### src/sv/ipk_pkg.sv
// Package for the iambic paddle keyer.
// Holds timer width, register indexes and the shared structs; depends on nothing.
package ipk_pkg;

   localparam int TIMER_BITS = 12;
   localparam int DIT_W      = 10;
   localparam int PHASE_W    = 3;
   localparam int CSR_IDX_W  = 2;
   localparam int CMP_W      = (TIMER_BITS > 12) ? TIMER_BITS : 12;

   localparam logic [CSR_IDX_W-1:0] CSR_DIT_TIME     = 2'd0;
   localparam logic [CSR_IDX_W-1:0] CSR_SWAP_PADDLES = 2'd1;
   localparam logic [CSR_IDX_W-1:0] CSR_SINGLE_MODE  = 2'd2;
   localparam logic [CSR_IDX_W-1:0] CSR_IAMBIC_B     = 2'd3;

   localparam logic [DIT_W-1:0] DIT_TIME_RESET = 10'd100;

   typedef struct packed {
      logic [DIT_W-1:0] dit_time;
      logic             swap_paddles;
      logic             single_mode;
      logic             iambic_b;
   } ipk_cfg_type;

   typedef struct packed {
      logic               dit_pressed;
      logic               dah_pressed;
      logic               ms_tick;
      logic               hold;
   } ipk_item_type;

   typedef struct packed {
      logic               key_level;
      logic [PHASE_W-1:0] keyer_phase;
   } ipk_result_type;

endpackage

### src/sv/ipk_core.sv
// Keyer state machine: paddle latches, millisecond counter and phase sequencing.
// Depends on ipk_pkg for the timer width and the item, result and config structs.
module ipk_core
   import ipk_pkg::*;
(
   input  logic           clock,
   input  logic           reset,
   input  logic           step_en,
   input  ipk_item_type   item,
   input  ipk_cfg_type    cfg,
   output ipk_result_type result
);

   typedef enum logic [PHASE_W-1:0] {
      PH_IDLE    = 3'd0,
      PH_CHK_DIT = 3'd1,
      PH_CHK_DAH = 3'd2,
      PH_PREP    = 3'd3,
      PH_KEYED   = 3'd4,
      PH_GAP     = 3'd5
   } phase_type;

   localparam logic [TIMER_BITS-1:0] TIMER_MAX = {TIMER_BITS{1'b1}};

   phase_type             phase_ff, phase_in;
   logic                  dit_latch_ff, dit_latch_in;
   logic                  dah_latch_ff, dah_latch_in;
   logic                  dit_prog_ff, dit_prog_in;
   logic                  last_dah_ff, last_dah_in;
   logic [TIMER_BITS-1:0] elapsed_ff, elapsed_in;
   logic                  key_line_ff, key_line_in;

   logic [DIT_W-1:0]      half_dit;
   logic [DIT_W:0]        sum_thr;
   logic [DIT_W:0]        keyed_thr;
   logic [DIT_W:0]        dit_x2;
   logic [DIT_W+1:0]      dit_x3;
   logic [TIMER_BITS-1:0] elapsed_tick;
   logic [CMP_W-1:0]      elapsed_cmp;
   logic                  dit_set;
   logic                  dah_set;
   logic                  dit_l;
   logic                  dah_l;

   always_comb begin
      half_dit  = {1'b0, cfg.dit_time[DIT_W-1:1]};
      sum_thr   = {1'b0, cfg.dit_time} + {1'b0, half_dit};
      keyed_thr = (sum_thr < (DIT_W+1)'(2)) ? '0 : sum_thr - (DIT_W+1)'(2);
      dit_x2    = {cfg.dit_time, 1'b0};
      dit_x3    = {2'b00, cfg.dit_time} + {1'b0, cfg.dit_time, 1'b0};
   end

   always_comb begin
      phase_in     = phase_ff;
      dit_latch_in = dit_latch_ff;
      dah_latch_in = dah_latch_ff;
      dit_prog_in  = dit_prog_ff;
      last_dah_in  = last_dah_ff;
      elapsed_in   = elapsed_ff;
      key_line_in  = key_line_ff;

      elapsed_tick = (item.ms_tick && (elapsed_ff != TIMER_MAX)) ?
                     elapsed_ff + TIMER_BITS'(1) : elapsed_ff;
      elapsed_cmp  = CMP_W'(elapsed_tick);

      dit_set = cfg.swap_paddles ? item.dah_pressed : item.dit_pressed;
      dah_set = cfg.swap_paddles ? item.dit_pressed : item.dah_pressed;
      dit_l   = dit_latch_ff | dit_set;
      dah_l   = dah_latch_ff | dah_set;

      if (!item.hold) begin
         elapsed_in   = elapsed_tick;
         dit_latch_in = dit_l;
         dah_latch_in = dah_l;
         case (phase_ff)
            PH_CHK_DIT: begin
               if (dit_l) begin
                  phase_in = PH_PREP;
               end else if (dah_l) begin
                  phase_in = PH_CHK_DAH;
               end else if (elapsed_cmp > CMP_W'(half_dit)) begin
                  phase_in = PH_IDLE;
               end
            end
            PH_CHK_DAH: begin
               if (dah_l) begin
                  phase_in = PH_PREP;
               end else if (dit_l) begin
                  phase_in = PH_CHK_DIT;
               end else if (elapsed_cmp > CMP_W'(dit_x2)) begin
                  phase_in = PH_IDLE;
               end
            end
            PH_PREP: begin
               elapsed_in = '0;
               if (dit_l) begin
                  dit_prog_in  = 1'b1;
                  dit_latch_in = 1'b0;
                  last_dah_in  = 1'b0;
               end else if (dah_l) begin
                  dah_latch_in = 1'b0;
                  last_dah_in  = 1'b1;
               end
               phase_in = PH_KEYED;
            end
            PH_KEYED: begin
               if (elapsed_cmp > CMP_W'(keyed_thr)) begin
                  key_line_in = 1'b1;
                  dit_prog_in = 1'b0;
                  phase_in    = PH_GAP;
                  elapsed_in  = '0;
               end else begin
                  key_line_in = 1'b0;
               end
            end
            PH_GAP: begin
               if (cfg.single_mode) begin
                  phase_in = PH_IDLE;
               end else if (dit_prog_ff) begin
                  phase_in = PH_CHK_DIT;
               end else if (dit_l || dah_l) begin
                  if (cfg.iambic_b) begin
                     if (dit_l) begin
                        dit_prog_in  = 1'b1;
                        dit_latch_in = 1'b0;
                     end
                     dah_latch_in = 1'b0;
                  end
                  phase_in = PH_CHK_DIT;
               end else if (last_dah_ff) begin
                  if (elapsed_cmp > CMP_W'(dit_x3)) begin
                     phase_in = PH_IDLE;
                  end
               end else begin
                  if (elapsed_cmp > CMP_W'(cfg.dit_time)) begin
                     phase_in = PH_IDLE;
                  end
               end
            end
            default: begin
               phase_in    = (dit_l || dah_l) ? PH_PREP : PH_IDLE;
               key_line_in = 1'b1;
               elapsed_in  = '0;
            end
         endcase
      end

      result.key_level   = key_line_in;
      result.keyer_phase = phase_in;
   end

   always_ff @(posedge clock) begin
      if (reset) begin
         phase_ff     <= PH_IDLE;
         dit_latch_ff <= 1'b0;
         dah_latch_ff <= 1'b0;
         dit_prog_ff  <= 1'b0;
         last_dah_ff  <= 1'b0;
         elapsed_ff   <= '0;
         key_line_ff  <= 1'b1;
      end else if (step_en) begin
         phase_ff     <= phase_in;
         dit_latch_ff <= dit_latch_in;
         dah_latch_ff <= dah_latch_in;
         dit_prog_ff  <= dit_prog_in;
         last_dah_ff  <= last_dah_in;
         elapsed_ff   <= elapsed_in;
         key_line_ff  <= key_line_in;
      end
   end

   a_key_only_when_keyed: assert property (@(posedge clock) disable iff (reset)
      !key_line_ff |-> (phase_ff == PH_KEYED))
      else $error("key line active outside the keyed phase");

   a_hold_freezes: assert property (@(posedge clock) disable iff (reset)
      (step_en && item.hold) |=> ($stable(phase_ff) && $stable(elapsed_ff)
                                  && $stable(key_line_ff)))
      else $error("held step changed the keyer state");

   a_prep_to_keyed: assert property (@(posedge clock) disable iff (reset)
      (step_en && !item.hold && (phase_ff == PH_PREP))
      |=> ((phase_ff == PH_KEYED) && (elapsed_ff == '0)))
      else $error("prep phase did not restart the timer and enter keyed");

endmodule

### src/sv/iambic_paddle_keyer_unit.sv
// Iambic paddle keyer: request/response channels, configuration registers, output skid.
// Depends on ipk_pkg and instantiates ipk_core.
//
// Each transfer on the req_ channel carries one paddle sample: both paddle
// contacts, a flag that one millisecond has passed, and a hold flag that
// freezes the keyer. Every sample yields exactly one transfer on the rsp_
// channel with the key line level and the current keyer phase.
// The sample is evaluated in the cycle it is accepted and the result is
// registered in the output register, or in the skid register on a stall.
// Throughput is one sample per cycle while req_ready is high; ipk_core
// updates its state on every accepted sample.
// When the receiver stalls, one further result is parked in a skid register
// and req_ready then drops until the output register drains.
// Configuration is written through csr_we, csr_index and csr_wdata, one
// register per cycle, and takes effect on the next sample; the user must
// write it only while no transfer is outstanding, as the block does not enforce it.
// Synchronous reset returns the keyer to idle with the key released, the
// timer cleared, the dit time at 100 ms and all mode bits off.
module iambic_paddle_keyer_unit
   import ipk_pkg::*;
(
   input  logic                 clock,
   input  logic                 reset,
   input  logic                 req_valid,
   output logic                 req_ready,
   input  logic                 req_dit_pressed,
   input  logic                 req_dah_pressed,
   input  logic                 req_ms_tick,
   input  logic                 req_hold,
   output logic                 rsp_valid,
   input  logic                 rsp_ready,
   output logic                 rsp_key_level,
   output logic [PHASE_W-1:0]   rsp_keyer_phase,
   input  logic                 csr_we,
   input  logic [CSR_IDX_W-1:0] csr_index,
   input  logic [DIT_W-1:0]     csr_wdata
);

   ipk_cfg_type    cfg_ff;
   ipk_item_type   item;
   ipk_result_type step_result;
   ipk_result_type out_ff;
   ipk_result_type skid_ff;
   logic           out_valid_ff;
   logic           skid_valid_ff;
   logic           accept;
   logic           out_free;

   assign item.dit_pressed = req_dit_pressed;
   assign item.dah_pressed = req_dah_pressed;
   assign item.ms_tick     = req_ms_tick;
   assign item.hold        = req_hold;

   assign req_ready = !skid_valid_ff;
   assign accept    = req_valid && req_ready;
   assign out_free  = !out_valid_ff || rsp_ready;

   always_ff @(posedge clock) begin
      if (reset) begin
         cfg_ff.dit_time     <= DIT_TIME_RESET;
         cfg_ff.swap_paddles <= 1'b0;
         cfg_ff.single_mode  <= 1'b0;
         cfg_ff.iambic_b     <= 1'b0;
      end else if (csr_we) begin
         case (csr_index)
            CSR_DIT_TIME:     cfg_ff.dit_time     <= csr_wdata;
            CSR_SWAP_PADDLES: cfg_ff.swap_paddles <= csr_wdata[0];
            CSR_SINGLE_MODE:  cfg_ff.single_mode  <= csr_wdata[0];
            CSR_IAMBIC_B:     cfg_ff.iambic_b     <= csr_wdata[0];
            default: begin
            end
         endcase
      end
   end

   ipk_core u_core (
      .clock   (clock),
      .reset   (reset),
      .step_en (accept),
      .item    (item),
      .cfg     (cfg_ff),
      .result  (step_result)
   );

   always_ff @(posedge clock) begin
      if (reset) begin
         out_valid_ff  <= 1'b0;
         skid_valid_ff <= 1'b0;
      end else if (out_free) begin
         if (skid_valid_ff) begin
            out_valid_ff  <= 1'b1;
            skid_valid_ff <= 1'b0;
         end else begin
            out_valid_ff <= accept;
         end
      end else if (accept) begin
         skid_valid_ff <= 1'b1;
      end
   end

   always_ff @(posedge clock) begin
      if (out_free) begin
         if (skid_valid_ff) begin
            out_ff <= skid_ff;
         end else if (accept) begin
            out_ff <= step_result;
         end
      end else if (accept) begin
         skid_ff <= step_result;
      end
   end

   assign rsp_valid       = out_valid_ff;
   assign rsp_key_level   = out_ff.key_level;
   assign rsp_keyer_phase = out_ff.keyer_phase;

   a_skid_behind_out: assert property (@(posedge clock) disable iff (reset)
      skid_valid_ff |-> out_valid_ff)
      else $error("skid register holds a result while the output register is empty");

   a_accept_fills: assert property (@(posedge clock) disable iff (reset)
      accept |=> out_valid_ff)
      else $error("accepted transfer left no result in the output register");

endmodule

### config.mk
export PLATFORM = sky130hd
export DESIGN_NAME = iambic_paddle_keyer_unit
export DESIGN_NICKNAME = d
export VERILOG_FILES = /design/src/sv/ipk_pkg.sv /design/src/sv/ipk_core.sv /design/src/sv/iambic_paddle_keyer_unit.sv
export SDC_FILE = /design/constraint.sdc
export NUM_CORES = 1
export LEC_CHECK = 0
export BUFFER_PORTS_ARGS = -buffer_cell sky130_fd_sc_hd__buf_2
export CORE_ASPECT_RATIO = 1.2
export CORE_MARGIN = 1.5
export CORE_UTILIZATION = 45
export DETAILED_ROUTE_END_ITERATION = 6
export SLEW_MARGIN = 10
export SYNTH_ARGS = -nofsm -noshare
export SYNTH_HDL_FRONTEND = slang
export SYNTH_SLANG_ARGS = --single-unit
export TNS_END_PERCENT = 30
### constraint.sdc
create_clock -name clock -period 4.8 [get_ports clock]
set_clock_uncertainty 0.15 [all_clocks]
set_input_delay 0.48 -clock clock [delete_from_list [all_inputs] [get_ports clock]]
set_output_delay 0.48 -clock clock [all_outputs]
set_load 0.005 [all_outputs]
==> impl_metrics.csv <==
group,metric,value,unit
run_status,status,"finished, final reports clean",
sta,finalMaxSlewViolations,0,
die,fp.coreArea,8986,um^2
die,die_w,90.42,um
cts,cts_hold_buf,0,
drt,drt-total-wl,11.05,mm
setup_path,critPathMaxFanout,8,
drt,post-route-drc-count,0,
sta,report.final.hold_viol_count,0,
cells_and_area,fin_cells,666,
placement,io_buffers,26,
cts,htreeDepth,2,
synth,ys_seq_elements,43,
synth,yosysWarnings,0,
global_route,grt_pass1_vias,3833,
cts,clock-sinks,43,
global_route,grt_first_pass_wirelength,18.45,mm
cells_and_area,final_core_util,52.48,%
cts,cts-buffers-inserted,5,
synth,synth_area_leaders,"ha_1 (19%), dfxtp_1 (17%), a21oi_1 (6.1%), edfxtp_1 (5.8%), nand2_1 (5.8%)",
cells_and_area,final_nets,630,
synth,async_flop_share,0,%
drt,vias,3904,
synth,synth_fp_nets,591,
placement,post-place-cells,654,
cells_and_area,n_antenna_cell,0,
synth,netlist.area_leader.share,19.10,%
global_route,grt_max_degree,39,
setup_path,worstSetupStartpointType,"flip-flop",
power,leakagePower,0.001957,uW
sta,min_period_over_period,94.03,%
synth,synth_top_area_cell,"ha_1",
global_route,gr-total-overflow,0,
die,io_pins,27,
worst_hold_path,hold_class,"primary input to flip-flop",
synth,syn_area,4126,um^2
placement,gp_congestion,0.9365,
drt,via_per_inst,5.862,
drt,dr.pass1.iters,4,
drt,ant_nets,0,
synth,synth-main-ff-cell,"dfxtp_1",
cells_and_area,syn2layout_area_growth,14.28,%
die,initial_core_util,45.92,%
synth,syn_area_per_cell,8.155,um^2
cts,clkSlewWorstSetupHoldPaths,0.09,ns
power,total_power,971.9,uW
power,p_per_area,206.1,nW/um^2
drt,wire_per_inst,16.59,um
cells_and_area,drive_gt1_share,16.12,%
sta,setup_viol_count_final,0,
setup_path,cp.arrival,4.43,ns
die,dieArea,9756,um^2
job,cap_viol_max_count,0,
synth,synth.distinct_cells,68,
power,peakVddDrop,0.1392,mV
cts,root_buffer,"clkbuf_8",
cts,cts_tree,"built",
synth,ys_seq_area_share,22.80,%
placement,dpl.hpwl,8.616,mm
global_route,antenna_found_initial,0,
setup_path,path_class,"flip-flop to flip-flop",
global_route,grt_usage,23.61,%
sta,timing.fmax,0.2216,GHz
synth,synth_edf_count,8,
sta,worst_slew_pin_slew,1.113,ns
setup_path,cp.required,4.72,ns
cts,clock_latency,0.31,ns
cts,cts_buffer_depth,2,
sta,fin_hold_ws,0.2239,ns
drt,drtIter0Drc,251,
synth,postSynthCellCount,506,
die,num_rows,38,
setup_path,cp-end-kind,"flip-flop",
die,die_y,107.9,um
sta,finalCriticalPeriod,4.513,ns
sta,slew_headroom,25.16,%
-- critical path, cell delays in order (launching register included) --
cell and delay, ns:
dfxtp_2 0.36, ha_1 0.21, fa_2 0.36, a21o_1 0.18, a21oi_2 0.18, nor2b_2 0.09, o221ai_2 0.17, a21oi_2 0.12
xnor2_2 0.19, nor4b_4 0.30, nand3_4 0.15, nand2_2 0.09, ha_1 0.23, nor2b_1 0.13, o211ai_1 0.17, a211o_1 0.15
o2111ai_1 0.11, a21oi_2 0.24, and2_4 0.19, a2bb2oi_1 0.06, o22a_1 0.20, mux2_2 0.26
-- layer usage --
metal  vias up  wire length (um)  GRT usage, %
met2        90              5540         42.86
met1      1830              4801         27.55
met4         0               344         10.43
met3        27               361         3.460
li1       1957                 -             -
met5         -                 0             0
-- registers in the layout, indices dropped and copies added, names as in the netlist, 3 cells and up --
signal and cells:
cfg_ff 13, u_core.elapsed_ff 12, skid_ff 4, rsp_keyer_phase 3, u_core.phase_ff 3
-- cells in the mapped netlist, types with 8 or more instances --
master     n
nand3_1   25
dfxtp_1   35
edfxtp_1   8
ha_1      63
a21o_1     9
nor2b_1   11
nand2_1   64
nor3_1    10
nand4_1   12
a21oi_1   50
clkbuf_1  12
nor2_1    34
inv_1     24
o21ai_0   17
xnor2_1   12
a211o_1    8
-- final cells by class --
type | count | area (um^2)
Tap cell | 120 | 150.1
Sequential cell | 43 | 942.2
Clock inverter | 3 | 67.56
Inverter | 25 | 93.84
Clock buffer | 5 | 68.82
Fill cell | 836 | 4270
Timing Repair Buffer | 46 | 280.3
Multi-Input combinational cell | 424 | 3113
-- cell usage in the layout (no fill, tap or decap), types with 3 or more instances in the layout --
| master | netlist | routed |
|---|---|---|
| nor2b_1 | 11 | 10 |
| mux2i_1 | 6 | 6 |
| buf_2 | 1 | 26 |
| nand2_1 | 64 | 62 |
| nand2b_1 | 5 | 5 |
| edfxtp_1 | 8 | 8 |
| a21oi_1 | 50 | 48 |
| o31ai_1 | 5 | 5 |
| or2_2 | 3 | 3 |
| nand3b_1 | 4 | 4 |
| a211oi_1 | 4 | 4 |
| mux2_2 | 3 | 3 |
| nand3_1 | 25 | 25 |
| nor4_1 | 3 | 3 |
| dfxtp_1 | 35 | 34 |
| o21a_1 | 6 | 6 |
| xor2_1 | 6 | 5 |
| a21o_1 | 9 | 9 |
| buf_4 | 0 | 20 |
| o211ai_1 | 7 | 7 |
| inv_1 | 24 | 24 |
| o21ai_0 | 17 | 17 |
| nor2_1 | 34 | 34 |
| ha_1 | 63 | 63 |
| a211o_1 | 8 | 8 |
| a31oi_1 | 5 | 5 |
| xnor2_1 | 12 | 10 |
| nor3_1 | 10 | 10 |
| or4_1 | 3 | 3 |
| a21oi_2 | 1 | 3 |
| nand4_1 | 12 | 12 |
| clkbuf_8 | 0 | 5 |
-- report_power, final --
part,switching (uW),internal [uW],total [uW]
sequential,12.1,379,392
combinational,137,99.1,236
clock,137,208,344
total,286,686,972
-- per-stage QoR --
step	instance area [um^2]	TNS, ns	setup WS [ns]
2_1_floorplan	4126	0	0.1710
3_3_place_gp	4466	0	0.1327
3_5_place_dp	4466	0	0.03455
4_1_cts	4602	0	0.002164
5_1_grt	4716	-0.03115	-0.03115
6_report	4716	0	0.2865
-- final timing paths --
kind	start	to	slack [ns]	cells after the start
worst min register to register	u_core.dit_latch_ff$_SDFFE_PP0P_	u_core.dit_latch_ff$_SDFFE_PP0P_	0.34	2
worst max-delay path	cfg_ff[4]$_SDFFE_PP0P_	rsp_key_level$_DFFE_PP_	0.29	21
worst min-delay path	csr_wdata[2]	cfg_ff[5]$_SDFFE_PP1P_	0.22	2
worst max register to register	cfg_ff[4]$_SDFFE_PP0P_	rsp_key_level$_DFFE_PP_	0.29	21
-- kinds of logic (layout without fill, tap and decap cells) --
kind of cell	count (synthesis)	in the layout	synth area share, %
XOR/XNOR	19	19	4.215
multiplexers	9	9	2.274
AO/OA/AOI/OAI	140	140	23.01
adder cells (fa/ha/maj)	64	64	19.59
AND/OR/NAND/NOR	192	192	24.35
buffers and inverters	39	79	3.760
flip-flops	43	43	22.80
-- repair_timing --
item / 4_1_cts / 5_1_grt
resized for setup: 0 / 16
hold endpoints to repair: 0 / 0
buffers inserted: 0 / 4
endpoints found under the setup margin: 0 / 18
Power figures use the tool's default switching activity.
